--- src/sv/pwhd_pkg.sv ---
// Package for the pilot-wire heater order driver: types, codes and constants.
// Used by every module and interface of the block; depends on nothing.
`timescale 1ns / 1ps
`default_nettype none

package pwhd_pkg;

    // Widths of the timer, the configuration registers and the level.
    localparam int TIMER_BITS = 19;
    localparam int CFG_BITS   = 19;
    localparam int LEVEL_BITS = 7;
    localparam int VALUE_BITS = 16;

    typedef logic [TIMER_BITS-1:0] t_count;
    typedef logic [CFG_BITS-1:0]   t_cfg_data;
    typedef logic [LEVEL_BITS-1:0] t_level;

    // Item kinds on the input channel. The fourth code carries no meaning.
    typedef enum logic [1:0] {
        MODE_TICK   = 2'd0,
        MODE_DIMMER = 2'd1,
        MODE_SWITCH = 2'd2
    } t_mode;

    // Configuration register indexes.
    typedef enum logic [1:0] {
        CFG_IDLE_C2  = 2'd0,
        CFG_PULSE_C2 = 2'd1,
        CFG_IDLE_C1  = 2'd2,
        CFG_PULSE_C1 = 2'd3
    } t_cfg_idx;

    // Heater orders.
    typedef enum logic [2:0] {
        ORD_OFF     = 3'd0,
        ORD_FROST   = 3'd1,
        ORD_ECO     = 3'd2,
        ORD_C2      = 3'd3,
        ORD_C1      = 3'd4,
        ORD_COMFORT = 3'd5
    } t_order;

    // Drive pair codes: bit 1 negative, bit 0 positive.
    localparam logic [1:0] DRIVE_NONE     = 2'b00;
    localparam logic [1:0] DRIVE_POS_ONLY = 2'b01;
    localparam logic [1:0] DRIVE_NEG_ONLY = 2'b10;
    localparam logic [1:0] DRIVE_BOTH     = 2'b11;

    // Level limits and band edges.
    localparam t_level LEVEL_MAX     = 7'd100;
    localparam t_level BAND_OFF_MAX  = 7'd10;
    localparam t_level BAND_FROST_MAX = 7'd20;
    localparam t_level BAND_ECO_MAX  = 7'd30;
    localparam t_level BAND_C2_MAX   = 7'd40;
    localparam t_level BAND_C1_MAX   = 7'd50;

    // Register values after reset.
    localparam t_cfg_data RST_IDLE_C2  = 19'd293000;
    localparam t_cfg_data RST_PULSE_C2 = 19'd7000;
    localparam t_cfg_data RST_IDLE_C1  = 19'd297000;
    localparam t_cfg_data RST_PULSE_C1 = 19'd3000;

    // Decoded input item.
    typedef struct packed {
        logic   tick;
        logic   set_level;
        t_level level;
    } t_cmd;

    // One result item.
    typedef struct packed {
        logic   positive_drive;
        logic   negative_drive;
        t_order order_code;
        t_level stored_level;
    } t_result;

    // Map a clamped level to its order band.
    function automatic t_order band_order(input t_level level);
        t_order ord;
        if (level <= BAND_OFF_MAX) begin
            ord = ORD_OFF;
        end else if (level <= BAND_FROST_MAX) begin
            ord = ORD_FROST;
        end else if (level <= BAND_ECO_MAX) begin
            ord = ORD_ECO;
        end else if (level <= BAND_C2_MAX) begin
            ord = ORD_C2;
        end else if (level <= BAND_C1_MAX) begin
            ord = ORD_C1;
        end else begin
            ord = ORD_COMFORT;
        end
        return ord;
    endfunction

    // Steady drive of each order; the cycling orders start idle.
    function automatic logic [1:0] order_drive(input t_order ord);
        logic [1:0] drv;
        unique case (ord)
            ORD_OFF:   drv = DRIVE_POS_ONLY;
            ORD_FROST: drv = DRIVE_NEG_ONLY;
            ORD_ECO:   drv = DRIVE_BOTH;
            default:   drv = DRIVE_NONE;
        endcase
        return drv;
    endfunction

endpackage

`default_nettype wire

--- src/sv/pwhd_ifs.sv ---
// Valid/ready channel interfaces of the pilot-wire order driver.
// Depends on pwhd_pkg for the field types.
`timescale 1ns / 1ps
`default_nettype none

// Input items: ticks and level commands.
interface pwhd_in_if;
    logic                                 valid;
    logic                                 ready;
    logic [1:0]                           mode;
    logic signed [pwhd_pkg::VALUE_BITS-1:0] level_value;

    modport source (output valid, output mode, output level_value, input ready);
    modport sink   (input valid, input mode, input level_value, output ready);
endinterface

// Result items: drive state, order and stored level.
interface pwhd_out_if;
    logic                  valid;
    logic                  ready;
    logic                  positive_drive;
    logic                  negative_drive;
    logic [2:0]            order_code;
    pwhd_pkg::t_level      stored_level;

    modport source (output valid, output positive_drive, output negative_drive,
                    output order_code, output stored_level, input ready);
    modport sink   (input valid, input positive_drive, input negative_drive,
                    input order_code, input stored_level, output ready);
endinterface

// Configuration register writes.
interface pwhd_cfg_if;
    logic                  valid;
    logic                  ready;
    logic [1:0]            index;
    pwhd_pkg::t_cfg_data   data;

    modport source (output valid, output index, output data, input ready);
    modport sink   (input valid, input index, input data, output ready);
endinterface

`default_nettype wire

--- src/sv/pwhd_cmd_decode.sv ---
// Decodes one input item into a tick flag or a clamped level command.
// Depends on pwhd_pkg.
`timescale 1ns / 1ps
`default_nettype none

module pwhd_cmd_decode (
    input  wire logic [1:0]                           i_mode,
    input  wire logic signed [pwhd_pkg::VALUE_BITS-1:0] i_level_value,
    output pwhd_pkg::t_cmd                            o_cmd
);
    import pwhd_pkg::*;

    logic   neg_value;
    logic   zero_value;
    logic   over_max;
    t_level dimmer_level;
    t_level switch_level;

    // Dimmer values clamp to 0..100; a switch value times 100 is 0 or 100.
    assign neg_value    = i_level_value[VALUE_BITS-1];
    assign zero_value   = (i_level_value == '0);
    assign over_max     = (i_level_value > $signed(VALUE_BITS'(LEVEL_MAX)));
    assign dimmer_level = neg_value ? '0 : (over_max ? LEVEL_MAX : i_level_value[LEVEL_BITS-1:0]);
    assign switch_level = (neg_value || zero_value) ? '0 : LEVEL_MAX;

    // Classify the item.
    always_comb begin
        o_cmd = '0;
        unique case (i_mode)
            MODE_TICK: begin
                o_cmd.tick = 1'b1;
            end
            MODE_DIMMER: begin
                o_cmd.set_level = 1'b1;
                o_cmd.level     = dimmer_level;
            end
            MODE_SWITCH: begin
                o_cmd.set_level = 1'b1;
                o_cmd.level     = switch_level;
            end
            default: begin
                o_cmd = '0;
            end
        endcase
    end

endmodule

`default_nettype wire

--- src/sv/pwhd_order_core.sv ---
// Order state, comfort cycle countdown and configuration registers.
// Presents the state after the current item. Depends on pwhd_pkg.
`timescale 1ns / 1ps
`default_nettype none

module pwhd_order_core (
    input  wire logic                 i_clk,
    input  wire logic                 i_rst_n,
    input  wire logic                 i_cfg_we,
    input  wire logic [1:0]           i_cfg_idx,
    input  wire pwhd_pkg::t_cfg_data  i_cfg_data,
    input  wire logic                 i_accept,
    input  wire pwhd_pkg::t_cmd       i_cmd,
    output pwhd_pkg::t_result         o_next
);
    import pwhd_pkg::*;

    t_cfg_data  r_idle_c2, r_pulse_c2, r_idle_c1, r_pulse_c1;
    t_level     r_level, n_level;
    t_order     r_order, n_order;
    logic       r_idle, n_idle;
    t_count     r_cnt, n_cnt;
    logic [1:0] r_drive, n_drive;

    t_order     new_order;
    logic       new_cycling;
    logic       cur_cycling;
    t_count     new_idle_len;
    t_count     cur_idle_len;
    t_count     cur_pulse_len;

    // Configuration registers.
    always_ff @(posedge i_clk) begin
        if (!i_rst_n) begin
            r_idle_c2  <= RST_IDLE_C2;
            r_pulse_c2 <= RST_PULSE_C2;
            r_idle_c1  <= RST_IDLE_C1;
            r_pulse_c1 <= RST_PULSE_C1;
        end else if (i_cfg_we) begin
            unique case (t_cfg_idx'(i_cfg_idx))
                CFG_IDLE_C2:  r_idle_c2  <= i_cfg_data;
                CFG_PULSE_C2: r_pulse_c2 <= i_cfg_data;
                CFG_IDLE_C1:  r_idle_c1  <= i_cfg_data;
                CFG_PULSE_C1: r_pulse_c1 <= i_cfg_data;
                default:      r_idle_c2  <= r_idle_c2;
            endcase
        end
    end

    // Period lengths for the new band and for the running order.
    assign new_order     = band_order(i_cmd.level);
    assign new_cycling   = (new_order == ORD_C2) || (new_order == ORD_C1);
    assign cur_cycling   = (r_order == ORD_C2) || (r_order == ORD_C1);
    assign new_idle_len  = t_count'((new_order == ORD_C2) ? r_idle_c2 : r_idle_c1);
    assign cur_idle_len  = t_count'((r_order == ORD_C2) ? r_idle_c2 : r_idle_c1);
    assign cur_pulse_len = t_count'((r_order == ORD_C2) ? r_pulse_c2 : r_pulse_c1);

    // Next state: a changed level reapplies its order, a tick steps the cycle.
    always_comb begin
        n_level = r_level;
        n_order = r_order;
        n_idle  = r_idle;
        n_cnt   = r_cnt;
        n_drive = r_drive;
        if (i_accept) begin
            if (i_cmd.set_level && (i_cmd.level != r_level)) begin
                n_level = i_cmd.level;
                n_order = new_order;
                n_drive = order_drive(new_order);
                n_idle  = new_cycling;
                n_cnt   = new_cycling ? new_idle_len : '0;
            end else if (i_cmd.tick && cur_cycling) begin
                if (r_cnt > t_count'(1)) begin
                    n_cnt = r_cnt - t_count'(1);
                end else if (r_idle) begin
                    n_idle  = 1'b0;
                    n_drive = DRIVE_BOTH;
                    n_cnt   = cur_pulse_len;
                end else begin
                    n_idle  = 1'b1;
                    n_drive = DRIVE_NONE;
                    n_cnt   = cur_idle_len;
                end
            end
        end
    end

    // State registers.
    always_ff @(posedge i_clk) begin
        if (!i_rst_n) begin
            r_level <= '0;
            r_order <= ORD_OFF;
            r_idle  <= 1'b0;
            r_cnt   <= '0;
            r_drive <= DRIVE_POS_ONLY;
        end else begin
            r_level <= n_level;
            r_order <= n_order;
            r_idle  <= n_idle;
            r_cnt   <= n_cnt;
            r_drive <= n_drive;
        end
    end

    assign o_next.positive_drive = n_drive[0];
    assign o_next.negative_drive = n_drive[1];
    assign o_next.order_code     = n_order;
    assign o_next.stored_level   = n_level;

`ifndef SYNTHESIS
    // Outside the cycling orders the countdown and the phase stay cleared.
    a_idle_clear: assert property (@(posedge i_clk) disable iff (!i_rst_n)
        !cur_cycling |-> (r_cnt == '0) && !r_idle)
        else $error("countdown active outside comfort cycle");

    // The drive pair always agrees with a steady order.
    a_steady_drive: assert property (@(posedge i_clk) disable iff (!i_rst_n)
        !cur_cycling |-> (r_drive == order_drive(r_order)))
        else $error("drive pair does not match order");

    // Within the idle phase nothing is driven.
    a_idle_phase: assert property (@(posedge i_clk) disable iff (!i_rst_n)
        (cur_cycling && r_idle) |-> (r_drive == DRIVE_NONE))
        else $error("drive during idle phase");

    // A tick above one counts the countdown down by one.
    a_count_down: assert property (@(posedge i_clk) disable iff (!i_rst_n)
        (i_accept && i_cmd.tick && cur_cycling && (r_cnt > t_count'(1)))
        |=> (r_cnt == $past(r_cnt) - t_count'(1)) && $stable(r_drive))
        else $error("countdown did not step");

    // The stored level never exceeds the maximum.
    a_level_range: assert property (@(posedge i_clk) disable iff (!i_rst_n)
        i_accept |=> (r_level <= LEVEL_MAX))
        else $error("stored level out of range");
`endif

endmodule

`default_nettype wire

--- src/sv/pilot_wire_heater_order_driver_top.sv ---
// Top level of the pilot-wire heater order driver.
// Depends on pwhd_pkg, the channel interfaces, pwhd_cmd_decode and pwhd_order_core.
//
// Use: items enter on i_in (mode 0 a one-millisecond tick, 1 a dimmer level,
// 2 an on/off switch value, 3 ignored). Each transfer on i_in gives exactly
// one result on o_out: the two half-wave drive enables, the current order and
// the stored level after that item. i_cfg writes the four comfort-cycle
// period registers; it is always ready and is meant for use while idle.
// The result is registered and appears on o_out in the cycle after its input transfer.
// Throughput: one item per cycle unless o_out stalls. The state update is a single
// compare and count step between the input handshake and the result register.
// Stall: i_in.ready is high while the result register is empty or being
// drained in the same cycle; when o_out stalls the result holds and i_in
// takes nothing more until it is taken.
// Reset (i_rst_n low, synchronous): level 0, order off, positive drive on,
// countdown cleared, period registers back to their defaults, o_out empty.
`timescale 1ns / 1ps
`default_nettype none

module pilot_wire_heater_order_driver_top (
    input  wire logic  i_clk,
    input  wire logic  i_rst_n,
    pwhd_in_if.sink    i_in,
    pwhd_out_if.source o_out,
    pwhd_cfg_if.sink   i_cfg
);
    import pwhd_pkg::*;

    t_cmd    cmd;
    t_result next_res;
    t_result r_res;
    logic    r_out_valid;
    logic    in_ready;
    logic    accept;

    // Input transfer whenever the result register can take a new value.
    assign in_ready    = !r_out_valid || o_out.ready;
    assign accept      = i_in.valid && in_ready;
    assign i_in.ready  = in_ready;
    assign i_cfg.ready = 1'b1;

    pwhd_cmd_decode u_decode (
        .i_mode        (i_in.mode),
        .i_level_value (i_in.level_value),
        .o_cmd         (cmd)
    );

    pwhd_order_core u_core (
        .i_clk      (i_clk),
        .i_rst_n    (i_rst_n),
        .i_cfg_we   (i_cfg.valid),
        .i_cfg_idx  (i_cfg.index),
        .i_cfg_data (i_cfg.data),
        .i_accept   (accept),
        .i_cmd      (cmd),
        .o_next     (next_res)
    );

    // Result register valid flag.
    always_ff @(posedge i_clk) begin
        if (!i_rst_n) begin
            r_out_valid <= 1'b0;
        end else if (in_ready) begin
            r_out_valid <= i_in.valid;
        end
    end

    // Result register payload.
    always_ff @(posedge i_clk) begin
        if (accept) begin
            r_res <= next_res;
        end
    end

    assign o_out.valid          = r_out_valid;
    assign o_out.positive_drive = r_res.positive_drive;
    assign o_out.negative_drive = r_res.negative_drive;
    assign o_out.order_code     = r_res.order_code;
    assign o_out.stored_level   = r_res.stored_level;

endmodule

`default_nettype wire

--- src/flat_wrapper.sv ---
// flat-port wrapper written by rule: the top's interface ports become plain ports
module pilot_wire_heater_order_driver_top_flat import pwhd_pkg::*;
  (i_clk, i_rst_n, i_in_valid, i_in_mode, i_in_level_value, i_in_ready, o_out_valid, o_out_positive_drive, o_out_negative_drive, o_out_order_code, o_out_stored_level, o_out_ready, i_cfg_valid, i_cfg_index, i_cfg_data, i_cfg_ready);
  pwhd_in_if i_in_i ();
  pwhd_out_if o_out_i ();
  pwhd_cfg_if i_cfg_i ();
  input  wire logic i_clk;
  input  wire logic i_rst_n;
  input wire logic [$bits(i_in_i.valid)-1:0] i_in_valid;
  input wire logic [$bits(i_in_i.mode)-1:0] i_in_mode;
  input wire logic [$bits(i_in_i.level_value)-1:0] i_in_level_value;
  output wire logic [$bits(i_in_i.ready)-1:0] i_in_ready;
  output wire logic [$bits(o_out_i.valid)-1:0] o_out_valid;
  output wire logic [$bits(o_out_i.positive_drive)-1:0] o_out_positive_drive;
  output wire logic [$bits(o_out_i.negative_drive)-1:0] o_out_negative_drive;
  output wire logic [$bits(o_out_i.order_code)-1:0] o_out_order_code;
  output wire logic [$bits(o_out_i.stored_level)-1:0] o_out_stored_level;
  input wire logic [$bits(o_out_i.ready)-1:0] o_out_ready;
  input wire logic [$bits(i_cfg_i.valid)-1:0] i_cfg_valid;
  input wire logic [$bits(i_cfg_i.index)-1:0] i_cfg_index;
  input wire logic [$bits(i_cfg_i.data)-1:0] i_cfg_data;
  output wire logic [$bits(i_cfg_i.ready)-1:0] i_cfg_ready;
  assign i_in_i.valid = i_in_valid;
  assign i_in_i.mode = i_in_mode;
  assign i_in_i.level_value = i_in_level_value;
  assign i_in_ready = i_in_i.ready;
  assign o_out_valid = o_out_i.valid;
  assign o_out_positive_drive = o_out_i.positive_drive;
  assign o_out_negative_drive = o_out_i.negative_drive;
  assign o_out_order_code = o_out_i.order_code;
  assign o_out_stored_level = o_out_i.stored_level;
  assign o_out_i.ready = o_out_ready;
  assign i_cfg_i.valid = i_cfg_valid;
  assign i_cfg_i.index = i_cfg_index;
  assign i_cfg_i.data = i_cfg_data;
  assign i_cfg_ready = i_cfg_i.ready;
  pilot_wire_heater_order_driver_top u_core (.i_clk(i_clk), .i_rst_n(i_rst_n), .i_in(i_in_i), .o_out(o_out_i), .i_cfg(i_cfg_i));
endmodule
--- config.mk ---
export PLATFORM = sky130hd
export DESIGN_NAME = pilot_wire_heater_order_driver_top_flat
export DESIGN_NICKNAME = d
export VERILOG_FILES = /design/src/sv/pwhd_pkg.sv /design/src/sv/pwhd_ifs.sv /design/src/sv/pwhd_cmd_decode.sv /design/src/sv/pwhd_order_core.sv /design/src/sv/pilot_wire_heater_order_driver_top.sv /design/src/flat_wrapper.sv
export SDC_FILE = /design/constraint.sdc
export NUM_CORES = 1
export LEC_CHECK = 0
export ABC_AREA = 0
export BUFFER_PORTS_ARGS = -buffer_cell sky130_fd_sc_hd__clkbuf_2
export CAP_MARGIN = 20
export CORE_MARGIN = 2
export CORE_UTILIZATION = 45
export DETAILED_ROUTE_END_ITERATION = 8
export GPL_ROUTABILITY_DRIVEN = 0
export SLEW_MARGIN = 20
export SYNTH_ARGS = -nofsm -noshare
export SYNTH_HDL_FRONTEND = slang
export SYNTH_SLANG_ARGS = --single-unit
--- constraint.sdc ---
create_clock -name i_clk -period 3.4 [get_ports i_clk]
set_input_delay 0.34 -clock i_clk [delete_from_list [all_inputs] [get_ports i_clk]]
set_output_delay 0.34 -clock i_clk [all_outputs]
set_load 0.01 [all_outputs]
# ---- Word-level counts from Yosys, hierarchy flattened
# Index checks and enable logic that the tools add are counted.
# W data, S select, Z words.
dict set report word_totals {
  output_inout_bits 15
  wordCells 86
  input_bits 44
  reg_bits 121
}
dict set report classes {
  n_mux 32
  addsub 1
  n_lt_le_gt_ge 7
  reduce_logical 19
  n_eq_ne 13
}
# op count
set op_table {}
lappend op_table {{$mux W19} 8}
lappend op_table {{$mux W7} 5}
lappend op_table {{$gt A19 B1 Y1 const B} 1}
lappend op_table {{$sub A19 B1 Y19 const B} 1}
lappend op_table {{$mux W3} 6}
lappend op_table {{$gt A16 B8 Y1 const B} 1}
lappend op_table {{$logic_not A16 Y1} 1}
lappend op_table {{$pmux W8 S2} 1}
lappend op_table {{$le A7 B5 Y1 const B} 2}
lappend op_table {{$le A7 B6 Y1 const B} 2}
lappend op_table {{$mux W2} 5}
lappend op_table {{$reduce_and A2 Y1} 5}
lappend op_table {{$eq A3 B2 Y1 const B} 3}
lappend op_table {{$le A7 B4 Y1 const B} 1}
lappend op_table {{$ne A7 B7 Y1} 1}
lappend op_table {{$eq A2 B2 Y1 const B} 3}
lappend op_table {{$eq A3 B3 Y1 const B} 2}
lappend op_table {{$mux W1} 6}
lappend op_table {{$pmux W2 S3} 1}
lappend op_table {{$eq A2 B1 Y1 const B} 2}
lappend op_table {{$logic_not A2 Y1} 2}
lappend op_table {{$logic_or A1 B1 Y1} 4}
lappend op_table {{$eq A3 B1 Y1 const B} 1}
lappend op_table {{$logic_and A1 B1 Y1} 3}
lappend op_table {{5 further kinds} 5}

# ---- Depth between registers and ports, before layout
dict set report logic_depth {
  ltp_word 14
  ltp_mapped 13
  depth_no_buf 10
}

# ---- Hierarchy
# Synthesis repeated with hierarchy kept, for this count alone.
dict set report hier_totals {
  hier_cells 720
  hier_area_um2 6342.3
}
# mod seq_area_each_um2 n_inst area_per_inst_um2 cells_each
set modules_own_cells {}
lappend modules_own_cells {pwhd_order_core 2162.1 1 5689.2 671}
lappend modules_own_cells {pilot_wire_heater_order_driver_top 380.4 1 429.2 19}
lappend modules_own_cells {pwhd_cmd_decode 0.0 1 224.0 30}

# ---- Worst setup path before layout
# OpenSTA, ideal clock, no wires.
dict set report synth_path {
  path_kind {in2reg}
  from {input port i_in_level_value[11]}
  to {register u_core.u_core.r_cnt[18]}
  required_time_ns 3.277
  setup_slack_ns 0.282
  cell_stages 9
  setup_ns 0.123
  arrival_time_ns 2.995
  path_buffers 1
  path_cell_list {or4_4 -> nor4b_4 -> a21oi_2 -> o2111a_1 -> a211oi_4 -> buf_6 -> mux2_4 -> a221oi_1 -> nor2_1}
}
dict set report synth_between {
  elab_chain_len 14
  word_cells_on_any_way 27
  classes_between {6 x order compare; 3 x eq/ne; 12 x mux; 6 x reduce/logical}
}
# item line_no
set synth_lines {}
lappend synth_lines {{from (decl)} flat_wrapper.sv:11} ;# input wire logic [$bits(i_in_i.level_value)-1:0] i_in_level_value;
lappend synth_lines {{$gt A16 B8 Y1 / $logic_not A16 Y1 (equally long branches)} {pwhd_cmd_decode.sv:22, pwhd_cmd_decode.sv:21}}
lappend synth_lines {{$mux W7 / $logic_or A1 B1 Y1 (equally long branches)} {pwhd_cmd_decode.sv:23, pwhd_cmd_decode.sv:24}}
lappend synth_lines {{$mux W7, on equally long branches} {pwhd_cmd_decode.sv:23, pwhd_cmd_decode.sv:24}}
lappend synth_lines {{$pmux W8 S2 (*)} pwhd_cmd_decode.sv:29} ;# unique case (i_mode)
lappend synth_lines {{$le A7 B6 Y1} pwhd_pkg.sv:89} ;# end else if (level <= BAND_C1_MAX) begin
lappend synth_lines {{$mux W1} pwhd_pkg.sv:89}
lappend synth_lines {{$mux W3} pwhd_pkg.sv:87} ;# end else if (level <= BAND_C2_MAX) begin
lappend synth_lines {{$mux W3} pwhd_pkg.sv:85} ;# end else if (level <= BAND_ECO_MAX) begin
lappend synth_lines {{$mux W3} pwhd_pkg.sv:83} ;# end else if (level <= BAND_FROST_MAX) begin
lappend synth_lines {{$mux W3} pwhd_pkg.sv:81} ;# if (level <= BAND_OFF_MAX) begin
lappend synth_lines {{$eq A3 B2 Y1 / $eq A3 B3 Y1 (equally long branches)} {pwhd_order_core.sv:52, pwhd_order_core.sv:54}}
lappend synth_lines {{$mux W19 / $logic_or A1 B1 Y1 (equally long branches)} {pwhd_order_core.sv:54, pwhd_order_core.sv:52}}
lappend synth_lines {{$mux W19} pwhd_order_core.sv:71} ;# n_cnt = new_cycling ? new_idle_len : '0;
lappend synth_lines {{$mux W19} pwhd_order_core.sv:66} ;# if (i_cmd.set_level && (i_cmd.level != r_level)) begin
lappend synth_lines {{to (signal assigned)} pwhd_order_core.sv:100} ;# r_cnt <= n_cnt;
lappend synth_lines {{to (decl)} pwhd_order_core.sv:22} ;# t_count r_cnt, n_cnt;
# Mark *: on every way between the ends. The rest lies on a longest branch, timed or not.
# A chain may end at the register's enable or synchronous reset.

# ---- Final worst setup path
dict set report layout_path {
  from {register u_core.u_core.r_cnt[10]}
  to {register u_core.u_core.r_cnt[3]}
}
dict set report layout_between {
  elab_chain_len 4
}
# item line_no
set layout_lines {}
lappend layout_lines {{$gt A19 B1 Y1} pwhd_order_core.sv:73} ;# if (r_cnt > t_count'(1)) begin
lappend layout_lines {{$mux W19} pwhd_order_core.sv:73}
lappend layout_lines {{$mux W19} pwhd_order_core.sv:72} ;# end else if (i_cmd.tick && cur_cycling) begin
lappend layout_lines {{$mux W19} pwhd_order_core.sv:66}
# Every way passes these cells. The select of a mux whose other input is x is not followed.

==> flow_summary.ini <==
[synth]
netlist_instances = 763
synth_top_area_share_pct = 33.09
synthArstFlopShare_pct = 0
synthTopCellsByArea = dfxtp_1, nand2_1, mux4_2
ys_types = 72
synth_common_cells = nand2_1, dfxtp_1, a21oi_1
synth-edff-count = 12
ys_seq_area_share_pct = 38.56
ys.warnings.count = 0
synth_seq_cells = 121
syn-cell-area_um2 = 6594
synth_ff_type = dfxtp_1
yosysMostFrequentCell = nand2_1
syn_nets = 812
syn_avg_cell_area_um2 = 8.642
yosysTopAreaCell = dfxtp_1

[detailed_routing]
via_count = 5781
wl_met3_um = 1081
dr.first_iter.drc_count = 439
met1Wirelength_um = 8375
vias_per_cell = 5.729
firstDrtPassIters = 5
drc = 0
drtAntennaViolNets = 0
routed.top_layer = met4
met2_length_um = 8328
avgRoutedWirePerCell_um = 17.89
routed_wl_um = 18050

[clocking]
cts_max_level = 4
holdBufCountCts = 0
clock_latency_ps = 420
ctsResizeCount = 0
cts_buffer_depth = 2
cts-root-buf = clkbuf_16
postCtsSetupRepairBufs = 0
cts_num_sinks = 121
cts_tree = done
numCtsBuffers = 17
path_clk_slew_ps = 50

[die]
die_x_um = 125.1
rows = 44
initial_utilization_pct = 45.71
dieArea_um2 = 15640
coreArea_um2 = 14420
ios = 59
die_height_um = 125.1

[layout]
layout-drive-gt1-share_pct = 24.48
area.sequential_um2 = 2542
final_nets = 862
syn_to_final_growth_pct = 16.95
nFillCells = 1341
multi_input_area_um2 = 3815
antennaDiodeCount = 0

[setup_path]
cp-start-kind = register
cp_slowest_stage_delay_ps = 570
cp-end-kind = register
cp_slowest_cell = or4_1
critPathBufInv = 1
cp_common_cell = nor3_1
path_delay_family = simple AND/OR/NAND/NOR gates
crit_arrival_ps = 3300
path_max_fanout = 25
crit_chain = or4_1 -> or3_1 -> nor3_1 -> nor3b_4 -> buf_4 -> mux2i_1 -> nand2_1 -> a221oi_1 -> nor3_1
critPathRequiredTime_ps = 3670
worstSetupPathType = register to register

[grt]
grt_overflow = 0
grt_max_degree = 75
grt_pass1_vias = 5585
grt_usage_pct = 23.26
antenna_found_initial = 0
grt_pass1_wl_um = 29280

[power_and_ir_drop]
swShare_pct = 27.31
power_frac_clock_pct = 43.5
vdd_drop_max_uv = 327.2
intPower_mw = 2.908
leakage_nw = 2.963
cellPowerDensity_nw_per_um2 = 518.8
power_frac_seq_pct = 39.1
p_switching_mw = 1.092
p_comb_share_pct = 17.4

[sta]
worstMarginPinSlew_ps = 1145
hold_violations = 0
max_freq_mhz = 329.8
fin_hold_ws_ps = 156.5
relSlewSlack_pct = 23.56
fin_worst_skew_ps = 7.299
period_share_pct = 89.17
period_needed_ps = 3032
drv_slew = 0
setup_viol = 0
rsz0062_at_grt = no
tns_ps = 0
setup_ws_ps = 368.2

[placed_design]
dp_hpwl_um = 11900
portBuffers = 57
place_ws_ps = -38.29

[hold_path]
min_path_type = input pin to register

[job]
cap_violations = 0

[outcome]
outcome = complete, no violations
per-layer routing:
| metal | GRT usage, % | vias up |
|---|---|---|
| met5 | 0 | - |
| met4 | 7.451 | 0 |
| met3 | 4.664 | 23 |
| met2 | 37.44 | 168 |
| met1 | 31.62 | 2770 |
| li1 | - | 2820 |
final timing paths:
check                                            startpoint                                   endpoint  slack (ps)  depth (start not counted)
hold reg to reg   u_core.u_core.r_pulse_c2[18]$_SDFFE_PN0P_  u_core.u_core.r_pulse_c2[18]$_SDFFE_PN0P_         450                          2
hold / removal                                   i_in_valid            u_core.o_out.valid$_SDFFE_PN0N_         160                          3
setup reg to reg       u_core.u_core.r_cnt[10]$_SDFFE_PN0P_        u_core.u_core.r_cnt[3]$_SDFFE_PN0P_         370                          9
setup / recovery       u_core.u_core.r_cnt[10]$_SDFFE_PN0P_        u_core.u_core.r_cnt[3]$_SDFFE_PN0P_         370                          9
cells by family (layout without fill, tap and decap cells):
family	Yosys count	in the layout	synth area share, %
simple gates	355	355	25.52
other cells	1	1	0.05687
flops	121	121	38.56
compound gates	155	155	17.10
fa+ha+maj	5	5	0.9488
xor+xnor	18	18	2.391
buf+inv	63	125	4.004
mux	45	45	11.42
layout make-up:
| class | instances | share of cell area [%] |
|---|---|---|
| clock inverter | 5 | 0.3894 |
| inverter | 12 | 0.5841 |
| sequential | 121 | 32.97 |
| timing repair buffer | 82 | 6.458 |
| multi-input combinational | 579 | 49.47 |
| clock buffer | 26 | 7.139 |
| tap | 184 | 2.986 |
layout by cell type (no fill, tap or decap), types with 3 or more instances in the layout:
master	n
a211oi_1	4
a21oi_1	62
a221oi_1	12
a221oi_2	10
and2_1	8
and3_1	5
buf_4	23
clkbuf_16	18
clkbuf_2	57
clkbuf_8	7
clkinv_2	3
dfxtp_1	109
edfxtp_1	12
ha_1	5
inv_1	11
mux2_2	12
mux2_4	10
mux2i_1	4
mux4_2	19
nand2_1	190
nand2b_1	5
nand3_1	36
nand3b_1	3
nor2_1	42
nor3_1	18
nor3_2	11
nor3b_1	3
nor4_1	7
o211ai_1	17
o21a_1	4
o21ai_0	16
or2_2	5
or3_1	5
xnor2_1	11
xor2_1	7
through the flow:
stage / std cells / area (µm²) / util (%) / power (mW)
finish: 1009 / 7711 / 53.46 / 4.001
global route: 1009 / 7711 / 53.46 / 4.163
CTS: 1009 / 7706 / 53.43 / 4.020
detailed placement: 978 / 7126 / 49.40 / 2.285
global placement: 978 / 7126 / 49.40 / 2.275
floorplan: 763 / 6594 / - / 2.081
registers in the layout, indices dropped and copies added, names as in the netlist:
register,cells
u_core.u_core.r_cnt,19
u_core.u_core.r_idle_c1,19
u_core.u_core.r_idle_c2,19
u_core.u_core.r_pulse_c1,19
u_core.u_core.r_pulse_c2,19
u_core.o_out.stored_level,7
u_core.u_core.r_level,7
u_core.o_out.order_code,3
u_core.u_core.r_order,3
u_core.u_core.r_drive,2
u_core.o_out.negative_drive,1
u_core.o_out.positive_drive,1
u_core.o_out.valid,1
u_core.u_core.r_idle,1
power by group through the flow:
stage          clock network [mW]  logic (mW)  registers (mW)
2_1_floorplan                   0       0.495            1.59
3_3_place_gp                    0       0.684            1.59
3_5_place_dp                    0       0.692            1.59
4_1_cts                      1.76       0.696            1.56
5_1_grt                      1.83       0.764            1.57
6_report                     1.74       0.697            1.56
worst register-to-register path: stages, from the launching register on:
cell,delay [ps]
dfxtp_1,360
or4_1,570
or3_1,370
nor3_1,270
nor3b_4,280
buf_4,330
mux2i_1,240
nand2_1,70
a221oi_1,320
nor3_1,80
Note: power is estimated with default switching activity, not from simulation.
